==> src/design/nug_pkg.sv <==
package nug_pkg;

    localparam int unsigned XW          = 32;
    localparam int unsigned DW          = 33;
    localparam int unsigned WW          = 128;
    localparam int unsigned IDXW        = 16;
    localparam int unsigned STW         = 2;
    localparam int unsigned MAX_POINTS_DEF = 65536;
    localparam int unsigned FRAC_BITS_DEF  = 16;

    localparam logic [STW-1:0] ST_OK    = 2'd0;
    localparam logic [STW-1:0] ST_SAT   = 2'd1;
    localparam logic [STW-1:0] ST_SHORT = 2'd2;

    localparam logic [XW-1:0] SLOPE_POS = 32'h7FFF_FFFF;
    localparam logic [XW-1:0] SLOPE_NEG = 32'h8000_0000;

    // which point of the three-sample window a job computes
    typedef enum logic [1:0] {
        KIND_FWD = 2'd0,
        KIND_CTR = 2'd1,
        KIND_BWD = 2'd2
    } kind_t;

    function automatic logic [WW-1:0] sext_d(input logic [DW-1:0] d);
        return {{(WW - DW){d[DW-1]}}, d};
    endfunction

    function automatic logic [WW-1:0] abs_w(input logic [WW-1:0] v);
        return v[WW-1] ? (WW'(0) - v) : v;
    endfunction

endpackage

==> src/design/nonuniform_grid_gradient_top.sv <==
// Channel   Direction  Ports                                         Transfer
// s_ (in)   sink       s_x_value s_y_value s_last_sample             s_valid & s_ready
// m_ (out)  source     m_slope m_point_index m_status m_final_result m_valid & m_ready
//
// A slope result with a nonzero divisor runs six bit-serial 128-bit multiplies,
// each after a start step, one setup step, a 128-bit restoring divider (one
// quotient bit a cycle), one rounding step and one output step.
// An item gives zero to three results.
// Reset (aresetn low, synchronous) clears windows, count, state and m_valid.
// A stalled m_ready keeps the older result in the output register and the new
// one waiting in S_EMIT; the next input is taken once an item's last job is emitted.
module nonuniform_grid_gradient_top #(
    parameter int unsigned MAX_POINTS = nug_pkg::MAX_POINTS_DEF,
    parameter int unsigned FRAC_BITS  = nug_pkg::FRAC_BITS_DEF
) (
    input  logic                          aclk,
    input  logic                          aresetn,
    input  logic                          s_valid,
    output logic                          s_ready,
    input  logic signed [nug_pkg::XW-1:0] s_x_value,
    input  logic signed [nug_pkg::XW-1:0] s_y_value,
    input  logic                          s_last_sample,
    output logic                          m_valid,
    input  logic                          m_ready,
    output logic signed [nug_pkg::XW-1:0] m_slope,
    output logic [nug_pkg::IDXW-1:0]      m_point_index,
    output logic [nug_pkg::STW-1:0]       m_status,
    output logic                          m_final_result
);
    import nug_pkg::*;

    localparam int unsigned CNT_W = $clog2(MAX_POINTS + 1);

    // multiply sequence steps
    localparam logic [2:0] OP_D2SQ = 3'd0;  // d2*d2
    localparam logic [2:0] OP_NUMA = 3'd1;  // *e1 -> num
    localparam logic [2:0] OP_D1SQ = 3'd2;  // d1*d1
    localparam logic [2:0] OP_NUMB = 3'd3;  // *e2 -> num -=
    localparam logic [2:0] OP_D1D2 = 3'd4;  // d1*d2
    localparam logic [2:0] OP_DEN  = 3'd5;  // *d21 -> den

    typedef enum logic [2:0] {
        S_IDLE,
        S_START,
        S_MUL,
        S_PREP,
        S_DIV,
        S_FIN,
        S_EMIT
    } state_t;

    state_t state_reg;

    // sample window, oldest first
    logic [XW-1:0]    xw_reg [3];
    logic [XW-1:0]    yw_reg [3];
    logic [CNT_W-1:0] cnt_reg;
    logic [CNT_W-1:0] n_reg;

    // pending jobs of the current item
    logic             job_ctr_reg, job_bwd_reg;
    kind_t            kind_reg;

    // shift-add multiplier
    logic [WW-1:0]    acc_reg, a_reg, p_reg, num_reg, den_reg;
    logic [DW-1:0]    b_reg;
    logic [5:0]       step_reg;
    logic [2:0]       op_reg;

    // restoring divider
    logic [WW-1:0]    rem_reg, quo_reg, dn_reg;
    logic             neg_reg;
    logic [6:0]       bit_reg;

    // result waiting for the output register
    logic [XW-1:0]    res_slope_reg;
    logic [IDXW-1:0]  res_index_reg;
    logic [STW-1:0]   res_status_reg;
    logic             res_final_reg;

    logic             m_valid_reg;
    logic [XW-1:0]    m_slope_reg;
    logic [IDXW-1:0]  m_index_reg;
    logic [STW-1:0]   m_status_reg;
    logic             m_final_reg;

    // point r and the two others u, v, chosen by job kind
    logic [XW-1:0]    xr, yr, xu, yu, xv, yv;
    logic [DW-1:0]    d1, d2, d21, e1, e2;
    logic [WW-1:0]    a_sel;
    logic [DW-1:0]    b_sel;
    logic [WW-1:0]    acc_next;
    logic [WW-1:0]    trial;
    logic             ge;
    logic             rnd;
    logic [WW-1:0]    q_rnd;
    logic             s_fire;
    logic [CNT_W-1:0] n_new;
    logic             last_eff;
    logic             out_free;
    logic [31:0]      idx_wide;
    kind_t            next_kind;
    logic             more_jobs;

    always_comb begin
        xr = xw_reg[0]; yr = yw_reg[0];
        xu = xw_reg[1]; yu = yw_reg[1];
        xv = xw_reg[2]; yv = yw_reg[2];
        unique case (kind_reg)
            KIND_FWD: begin
                xr = xw_reg[0]; yr = yw_reg[0];
                xu = xw_reg[1]; yu = yw_reg[1];
                xv = xw_reg[2]; yv = yw_reg[2];
            end
            KIND_CTR: begin
                xr = xw_reg[1]; yr = yw_reg[1];
                xu = xw_reg[0]; yu = yw_reg[0];
                xv = xw_reg[2]; yv = yw_reg[2];
            end
            KIND_BWD: begin
                xr = xw_reg[2]; yr = yw_reg[2];
                xu = xw_reg[1]; yu = yw_reg[1];
                xv = xw_reg[0]; yv = yw_reg[0];
            end
            default: ;
        endcase
    end

    assign d1  = {xu[XW-1], xu} - {xr[XW-1], xr};
    assign d2  = {xv[XW-1], xv} - {xr[XW-1], xr};
    assign d21 = {xv[XW-1], xv} - {xu[XW-1], xu};
    assign e1  = {yu[XW-1], yu} - {yr[XW-1], yr};
    assign e2  = {yv[XW-1], yv} - {yr[XW-1], yr};

    // op sequence: d2*d2, *e1 -> num; d1*d1, *e2 -> num -= ; d1*d2, *d21 -> den
    always_comb begin
        a_sel = sext_d(d2);
        b_sel = d2;
        case (op_reg)
            OP_D2SQ: begin a_sel = sext_d(d2); b_sel = d2;  end
            OP_NUMA: begin a_sel = p_reg;      b_sel = e1;  end
            OP_D1SQ: begin a_sel = sext_d(d1); b_sel = d1;  end
            OP_NUMB: begin a_sel = p_reg;      b_sel = e2;  end
            OP_D1D2: begin a_sel = sext_d(d1); b_sel = d2;  end
            default: begin a_sel = p_reg;      b_sel = d21; end
        endcase
    end

    // multiplier bit DW-1 carries negative weight
    always_comb begin
        acc_next = acc_reg;
        if (b_reg[0]) begin
            acc_next = (step_reg == 6'(DW - 1)) ? (acc_reg - a_reg) : (acc_reg + a_reg);
        end
    end

    assign trial = {rem_reg[WW-2:0], quo_reg[WW-1]};
    assign ge    = (trial >= dn_reg);
    assign rnd   = ({rem_reg, 1'b0} >= {1'b0, dn_reg});
    assign q_rnd = quo_reg + WW'(rnd);

    assign s_fire   = s_valid && s_ready;
    assign n_new    = cnt_reg + CNT_W'(1);
    assign last_eff = s_last_sample || (32'(n_new) >= 32'(MAX_POINTS));
    assign out_free = !m_valid_reg || m_ready;

    always_comb begin
        unique case (kind_reg)
            KIND_FWD: idx_wide = 32'd0;
            KIND_CTR: idx_wide = 32'(n_reg) - 32'd2;
            default:  idx_wide = 32'(n_reg) - 32'd1;
        endcase
    end

    // next job after the current one is emitted
    always_comb begin
        next_kind = KIND_BWD;
        more_jobs = 1'b0;
        unique case (kind_reg)
            KIND_FWD: begin
                more_jobs = job_ctr_reg || job_bwd_reg;
                next_kind = job_ctr_reg ? KIND_CTR : KIND_BWD;
            end
            KIND_CTR: begin
                more_jobs = job_bwd_reg;
                next_kind = KIND_BWD;
            end
            default: ;
        endcase
    end

    always_ff @(posedge aclk) begin
        if (!aresetn) begin
            state_reg   <= S_IDLE;
            cnt_reg     <= '0;
            job_ctr_reg <= 1'b0;
            job_bwd_reg <= 1'b0;
            m_valid_reg <= 1'b0;
            for (int i = 0; i < 3; i++) begin
                xw_reg[i] <= '0;
                yw_reg[i] <= '0;
            end
        end else begin
            // S_EMIT drives m_valid_reg itself
            if (m_valid_reg && m_ready && state_reg != S_EMIT) begin
                m_valid_reg <= 1'b0;
            end
            unique case (state_reg)
                S_IDLE: begin
                    if (s_fire) begin
                        n_reg <= n_new;
                        if (n_new < CNT_W'(3) && last_eff) begin
                            // short series: one error result, start over
                            cnt_reg        <= '0;
                            for (int i = 0; i < 3; i++) begin
                                xw_reg[i] <= '0;
                                yw_reg[i] <= '0;
                            end
                            res_slope_reg  <= '0;
                            res_index_reg  <= '0;
                            res_status_reg <= ST_SHORT;
                            res_final_reg  <= 1'b1;
                            job_ctr_reg    <= 1'b0;
                            job_bwd_reg    <= 1'b0;
                            kind_reg       <= KIND_BWD;
                            state_reg      <= S_EMIT;
                        end else begin
                            xw_reg[0] <= xw_reg[1];
                            xw_reg[1] <= xw_reg[2];
                            xw_reg[2] <= s_x_value;
                            yw_reg[0] <= yw_reg[1];
                            yw_reg[1] <= yw_reg[2];
                            yw_reg[2] <= s_y_value;
                            if (n_new < CNT_W'(3)) begin
                                cnt_reg <= n_new;
                            end else begin
                                cnt_reg     <= last_eff ? '0 : n_new;
                                job_ctr_reg <= 1'b1;
                                job_bwd_reg <= last_eff;
                                kind_reg    <= (n_new == CNT_W'(3)) ? KIND_FWD : KIND_CTR;
                                op_reg      <= OP_D2SQ;
                                state_reg   <= S_START;
                            end
                        end
                    end
                end
                S_START: begin
                    a_reg         <= a_sel;
                    b_reg         <= b_sel;
                    acc_reg       <= '0;
                    step_reg      <= '0;
                    res_index_reg <= idx_wide[IDXW-1:0];
                    res_final_reg <= (kind_reg == KIND_BWD);
                    state_reg     <= S_MUL;
                end
                S_MUL: begin
                    acc_reg  <= acc_next;
                    a_reg    <= {a_reg[WW-2:0], 1'b0};
                    b_reg    <= {1'b0, b_reg[DW-1:1]};
                    step_reg <= step_reg + 6'd1;
                    if (step_reg == 6'(DW - 1)) begin
                        case (op_reg)
                            OP_D2SQ, OP_D1SQ, OP_D1D2: p_reg <= acc_next;
                            OP_NUMA:                   num_reg <= acc_next;
                            OP_NUMB:                   num_reg <= num_reg - acc_next;
                            default:                   den_reg <= acc_next;
                        endcase
                        op_reg    <= op_reg + 3'd1;
                        state_reg <= (op_reg == OP_DEN) ? S_PREP : S_START;
                    end
                end
                S_PREP: begin
                    if (den_reg == '0) begin
                        res_status_reg <= ST_SAT;
                        if (num_reg == '0) begin
                            res_slope_reg <= '0;
                        end else begin
                            res_slope_reg <= num_reg[WW-1] ? SLOPE_NEG : SLOPE_POS;
                        end
                        state_reg <= S_EMIT;
                    end else begin
                        neg_reg   <= num_reg[WW-1] ^ den_reg[WW-1];
                        quo_reg   <= abs_w(num_reg) << FRAC_BITS;
                        dn_reg    <= abs_w(den_reg);
                        rem_reg   <= '0;
                        bit_reg   <= '0;
                        state_reg <= S_DIV;
                    end
                end
                S_DIV: begin
                    rem_reg <= ge ? (trial - dn_reg) : trial;
                    quo_reg <= {quo_reg[WW-2:0], ge};
                    bit_reg <= bit_reg + 7'd1;
                    if (bit_reg == 7'(WW - 1)) begin
                        state_reg <= S_FIN;
                    end
                end
                S_FIN: begin
                    // round half away from zero, then saturate to 32 bits
                    if (|q_rnd[WW-1:XW]) begin
                        res_status_reg <= ST_SAT;
                        res_slope_reg  <= neg_reg ? SLOPE_NEG : SLOPE_POS;
                    end else if (neg_reg) begin
                        if (q_rnd[XW-1:0] > SLOPE_NEG) begin
                            res_status_reg <= ST_SAT;
                            res_slope_reg  <= SLOPE_NEG;
                        end else begin
                            res_status_reg <= ST_OK;
                            res_slope_reg  <= XW'(0) - q_rnd[XW-1:0];
                        end
                    end else begin
                        if (q_rnd[XW-1]) begin
                            res_status_reg <= ST_SAT;
                            res_slope_reg  <= SLOPE_POS;
                        end else begin
                            res_status_reg <= ST_OK;
                            res_slope_reg  <= q_rnd[XW-1:0];
                        end
                    end
                    state_reg <= S_EMIT;
                end
                S_EMIT: begin
                    if (out_free) begin
                        m_valid_reg  <= 1'b1;
                        m_slope_reg  <= res_slope_reg;
                        m_index_reg  <= res_index_reg;
                        m_status_reg <= res_status_reg;
                        m_final_reg  <= res_final_reg;
                        if (res_final_reg) begin
                            for (int i = 0; i < 3; i++) begin
                                xw_reg[i] <= '0;
                                yw_reg[i] <= '0;
                            end
                        end
                        if (more_jobs) begin
                            kind_reg  <= next_kind;
                            op_reg    <= OP_D2SQ;
                            state_reg <= S_START;
                        end else begin
                            state_reg <= S_IDLE;
                        end
                    end
                end
                default: state_reg <= S_IDLE;
            endcase
        end
    end

    assign s_ready        = (state_reg == S_IDLE);
    assign m_valid        = m_valid_reg;
    assign m_slope        = m_slope_reg;
    assign m_point_index  = m_index_reg;
    assign m_status       = m_status_reg;
    assign m_final_result = m_final_reg;

endmodule

==> config.mk <==
export PLATFORM = sky130hd
export DESIGN_NAME = nonuniform_grid_gradient_top
export DESIGN_NICKNAME = d
export VERILOG_FILES = /design/src/design/nug_pkg.sv /design/src/design/nonuniform_grid_gradient_top.sv
export SDC_FILE = /design/constraint.sdc
export NUM_CORES = 2
export LEC_CHECK = 0
export BUFFER_PORTS_ARGS = -buffer_cell sky130_fd_sc_hd__buf_2
export CORE_MARGIN = 1
export CORE_UTILIZATION = 51
export DETAILED_ROUTE_END_ITERATION = 10
export PLACE_DENSITY = 0.67
export RECOVER_POWER = 25
export SYNTH_ARGS = -nofsm -noshare
export SYNTH_HDL_FRONTEND = slang
export SYNTH_SLANG_ARGS = --single-unit
export TNS_END_PERCENT = 10
==> constraint.sdc <==
create_clock -name aclk -period 50.7 [get_ports aclk]
set_input_delay 10.14 -clock aclk [delete_from_list [all_inputs] [get_ports aclk]]
set_output_delay 10.14 -clock aclk [all_outputs]
set_load 0.02 [all_outputs]
# == Word level (Yosys, flattened, before mapping) ==
# Memory sizes are Yosys's and may differ from the RTL's.
# Cells that the tools add are included.
# op_classes
n_reduce_logical,40
add_sub_neg,19
bitwise_logic,21
eq_ne,29
muxes,121
order_cmp,5
# op_table
operator,count
128-bit case mux with 2 select lines,6
32-bit two-way mux,31
128-bit two-way mux,5
128-bit subtractor,3
128-bit zero test,2
32-bit by 32-bit subtractor with 33-bit output,5
33-bit case mux with 4 select lines,1
129-bit by 128-bit greater-or-equal comparator with 1-bit output,1
128-bit by 1-bit adder with 128-bit output,1
128-bit adder,1
128-bit greater-or-equal comparator,1
32-bit case mux with 2 select lines,2
"1-bit by 128-bit subtractor with 128-bit output, first input constant",1
127-bit two-way mux,1
112-bit two-way mux,1
"1-bit by 112-bit subtractor with 112-bit output, first input constant",1
32-bit case mux with 3 select lines,1
96-bit OR reduction,1
33-bit case mux with 2 select lines,1
16-bit case mux with 2 select lines,2
17-bit two-way mux,3
3-bit two-way mux,12
"32-bit > comparator, second input constant",1
16-bit two-way mux,2
other kinds (51),149
# totals
ff_bits,1217
ramBits,192
memories,2
# mem_list
name,words,width,read_ports,rd_ports_with_merged_regs,write_ports,line,text
xw_reg,3,32,3,0,3,nonuniform_grid_gradient_top.sv:55,logic [XW-1:0] xw_reg [3];
yw_reg,3,32,3,0,3,nonuniform_grid_gradient_top.sv:56,logic [XW-1:0] yw_reg [3];

# == Longest topological paths before layout ==
# logic_depth
depth_word,12
ltp_mapped,47

# == Worst setup path after synthesis ==
# OpenSTA, ideal clock, no wires.
# synth_path
path_type,input-to-reg
from,in aresetn
to,"reg a_reg[0], enable pin"
required_ps,49300
cell_stages,2
t_arrival_ps,31584
setup_ps,1400
path_slack_ps,17717
cell_sequence,clkbuf_1 > a21boi_0
# synth_between
elab_chain_len,1
# synth_rtl
item,line,text
from (decl),nonuniform_grid_gradient_top.sv:17,"input logic aresetn,"
2-bit AND reduction (no line),n/a,
to (signal assigned),nonuniform_grid_gradient_top.sv:248,a_reg <= a_sel;
to (signal assigned),nonuniform_grid_gradient_top.sv:258,"a_reg <= {a_reg[WW-2:0], 1'b0};"
to (decl),nonuniform_grid_gradient_top.sv:65,"logic [WW-1:0] acc_reg, a_reg, p_reg, num_reg, den_reg;"
# Every way passes these cells.
# A chain may end at the register's enable or synchronous reset.

# == Final worst setup path ==
# layout_path
from,reg b_reg[0]
to,"reg num_reg[120], data pin"
# layout_between
elab_chain_len,3
# layout_rtl
item,line,text
from (decl),nonuniform_grid_gradient_top.sv:66,logic [DW-1:0] b_reg;
from (signal assigned),nonuniform_grid_gradient_top.sv:249,b_reg <= b_sel;
from (signal assigned),nonuniform_grid_gradient_top.sv:259,"b_reg <= {1'b0, b_reg[DW-1:1]};"
128-bit two-way mux *,nonuniform_grid_gradient_top.sv:152,if (b_reg[0]) begin
128-bit subtractor,nonuniform_grid_gradient_top.sv:265,OP_NUMB: num_reg <= num_reg - acc_next;
128-bit case mux with 2 select lines *,nonuniform_grid_gradient_top.sv:262,case (op_reg)
to (signal assigned),nonuniform_grid_gradient_top.sv:264,OP_NUMA: num_reg <= acc_next;
to (signal assigned),nonuniform_grid_gradient_top.sv:265,
to (decl),nonuniform_grid_gradient_top.sv:65,
# Every way passes the cells marked *; elsewhere a longest branch is shown, timed or not.

==> impl_metrics.tcl <==
set metrics [dict create \
    die_y_um 450.7 \
    synth_nets 11780 \
    cp_slowest_cell "clkinvlp_2" \
    crit_arrival_ns 16.03 \
    grt_max_degree 168 \
    numClockSinks 1409 \
    row_count 164 \
    post_cts_buffers 0 \
    worstMarginPinSlew_ns 7.509 \
    dp_hpwl_um 255700 \
    worstHoldEndpoint "m_slope[18]$_DFFE_PP_" \
    drive_gt1_frac 0.06222 \
    whs_path_depth 0 \
    grt_pass1_wl_um 503300 \
    syn_area_mm2 0.1027 \
    async_flop_share 0 \
    vdd_drop_max_mv 0.04021 \
    grt_antenna_before_repair 11 \
    crit_path_end_kind "flop" \
    syn-instance-count 11210 \
    gr-total-overflow 0 \
    rr_worst_depth 29 \
    relSlewSlack -4.006 \
    p_leak_nw 41.46 \
    wirelength_um 334600 \
    cts_tree "built" \
    grt_pass1_vias 82130 \
    port_buffers 121 \
    maxSlewViolCount 1359 \
    mostFrequentLayoutCell "edfxtp_1" \
    power.density_mw_per_mm2 61.60 \
    grt_usage 0.3199 \
    critPathTopFamily "buffers and inverters" \
    nets 11610 \
    yosysWarnings 0 \
    drtPass1Iterations 8 \
    fin_crit_sh 0.3051 \
    final_cell_mix "edfxtp_1 (1386), nand2_1 (1083), nor2_1 (1045), a21oi_1 (939), o21ai_0 (737)" \
    io_pins 122 \
    drc 0 \
    required_ns 51.26 \
    synth_seq_cells 1409 \
    wl_per_cell_um 24.16 \
    status "finished, violations left" \
    cp_max_fo 71 \
    post-place-ws_ns 36.80 \
    fin_skew_ns 0.04617 \
    hold_viol 0 \
    min_from "res_slope_reg[18]$_DFFE_PP_" \
    dr_total_vias 87020 \
    worst-path-buf-inv 5 \
    fmax_mhz 64.64 \
    coreArea_mm2 0.1999 \
    htree_levels 4 \
    avgSynthCellArea_um2 9.156 \
    start_util 0.5137 \
    failed_checks "capacitance limit, slew limit" \
    slowest_delay_ns 2.75 \
    drt-initial-drc-count 9531 \
    fin_crit_ns 15.47 \
    area_growth_pct 7.832 \
    cts_buffer_depth 3 \
    drv_cap 25 \
    r2r-end "num_reg[120]$_DFFE_PP_" \
    drtAntennaViolNets 0 \
    synth_ff_type "edfxtp_1" \
    tns_ns 0 \
    cpMostUsedCell "a21oi_1" \
    post_cts_resized 0 \
    numCtsBuffers 164 \
    ys_seq_area_frac 0.4099 \
    hold_path_class "flop to flop" \
    cts_hold_buf 0 \
    insertion_delay_ns 0.84 \
    drt-vias-per-instance 6.283 \
    die_w_um 450.7 \
    r2r_start "b_reg[0]$_DFFE_PP_" \
    grt_setup_unrepaired "no" \
    setup_viol 0 \
    startpoint_type "flop" \
    die-area_mm2 0.2031 \
    synth_cell_types 133 \
    path_clk_slew_ns 0.06 \
    gp_congestion 0.9889 \
    fin_ws_ns 35.23 \
    synth-edff-count 1386 \
    fillers 18030 \
    cts-root-buf "clkbuf_16" \
    reg2reg_slack_ns 35.23 \
    critPathKind "flop to flop" \
]
cell usage after synthesis (236+ instances only):
master / n / area (um2)
edfxtp_1: 1386 / 41620
xor2_1: 368 / 3223
and2_1: 283 / 1770
mux2i_1: 236 / 2362
o21ai_0: 734 / 3674
ha_1: 487 / 6093
inv_1: 507 / 1903
nor2_1: 1050 / 3941
xnor2_1: 616 / 5395
a21oi_1: 940 / 4705
a21o_1: 267 / 2004
nand3_1: 253 / 1266
clkbuf_1: 455 / 1708
nand2_1: 1084 / 4069
through the flow:
step | instance area, um2 | util | hold slack [ns] | total power, mW | instances
after CTS | 111000 | 0.5553 | 0.4106 | 6.766 | 13840
final | 110700 | 0.5539 | 0.4073 | 6.819 | 13850
after global placement | 105600 | 0.5281 | 0.4015 | 5.468 | 13540
after global routing | 110700 | 0.5538 | 0.4206 | 7.222 | 13850
after detailed placement | 105600 | 0.5281 | 0.4045 | 5.519 | 13540
after floorplan | 102700 | - | 0.4003 | 4.510 | 11210
per-layer routing:
metal  global-route usage  vias to the layer above  wire [um]
li1                     -                    40790          -
met3              0.04754                      670      23650
met2               0.5077                     3401     151500
met1               0.4250                    42160     140600
met4               0.1618                        6      18820
met5                    0                        -         46
logic make-up (layout without fill, tap and decap cells):
logic type | Yosys count | in the layout | share of synthesized area
xor+xnor | 984 | 984 | 0.08395
other cells | 0 | 7 | 0
simple gates | 3835 | 3835 | 0.1800
flops | 1409 | 1409 | 0.4099
compound gates | 3062 | 3062 | 0.1904
buf+inv | 1079 | 1053 | 0.04000
mux | 300 | 300 | 0.03003
fa+ha+maj | 544 | 544 | 0.06564
worst register-to-register path: cells and delay by family (launching register included):
kind / cells / cell delay [ns]
flops: 1 / 0.32
buf+inv: 5 / 7.45
fa+ha+maj: 1 / 0.67
compound gates: 20 / 5.90
simple gates: 2 / 0.73
mux: 1 / 0.18
worst max path at each step:
stage                            start                        end  slack, ns  cells after the start
finish              b_reg[0]$_DFFE_PP_     num_reg[120]$_DFFE_PP_      35.23                     29
global route        b_reg[0]$_DFFE_PP_     num_reg[116]$_DFFE_PP_      34.61                     29
CTS                            aresetn  rem_reg[14]$_SDFFCE_PN0P_      37.69                      5
detailed placement             aresetn   rem_reg[4]$_SDFFCE_PN0P_      36.80                      5
global placement               aresetn   rem_reg[4]$_SDFFCE_PN0P_      36.86                      5
floorplan                      aresetn     a_reg[0]$_SDFFCE_PP0P_      17.72                      2
where the power goes:
| part | internal (mW) | total (mW) | leakage, nW | switching, mW |
|---|---|---|---|---|
| clock network | 0.695 | 1.22 | 2.61 | 0.528 |
| logic | 1.34 | 3.79 | 25.7 | 2.45 |
| registers | 1.65 | 1.81 | 13.2 | 0.158 |
| total | 3.69 | 6.82 | 41.5 | 3.13 |
layout make-up:
type | count | area [um2] | share of cell area
diodes | 7 | 17.52 | 0.0001582
inverters | 515 | 1934 | 0.01747
clock inverters | 111 | 1209 | 0.01092
well taps | 2656 | 3323 | 0.03002
repair buffers | 235 | 1388 | 0.01253
multi-input cells | 8725 | 56530 | 0.5107
clock buffers | 192 | 4219 | 0.03811
flip-flops and latches | 1409 | 42080 | 0.3801
Power figures use the tool's default switching activity.
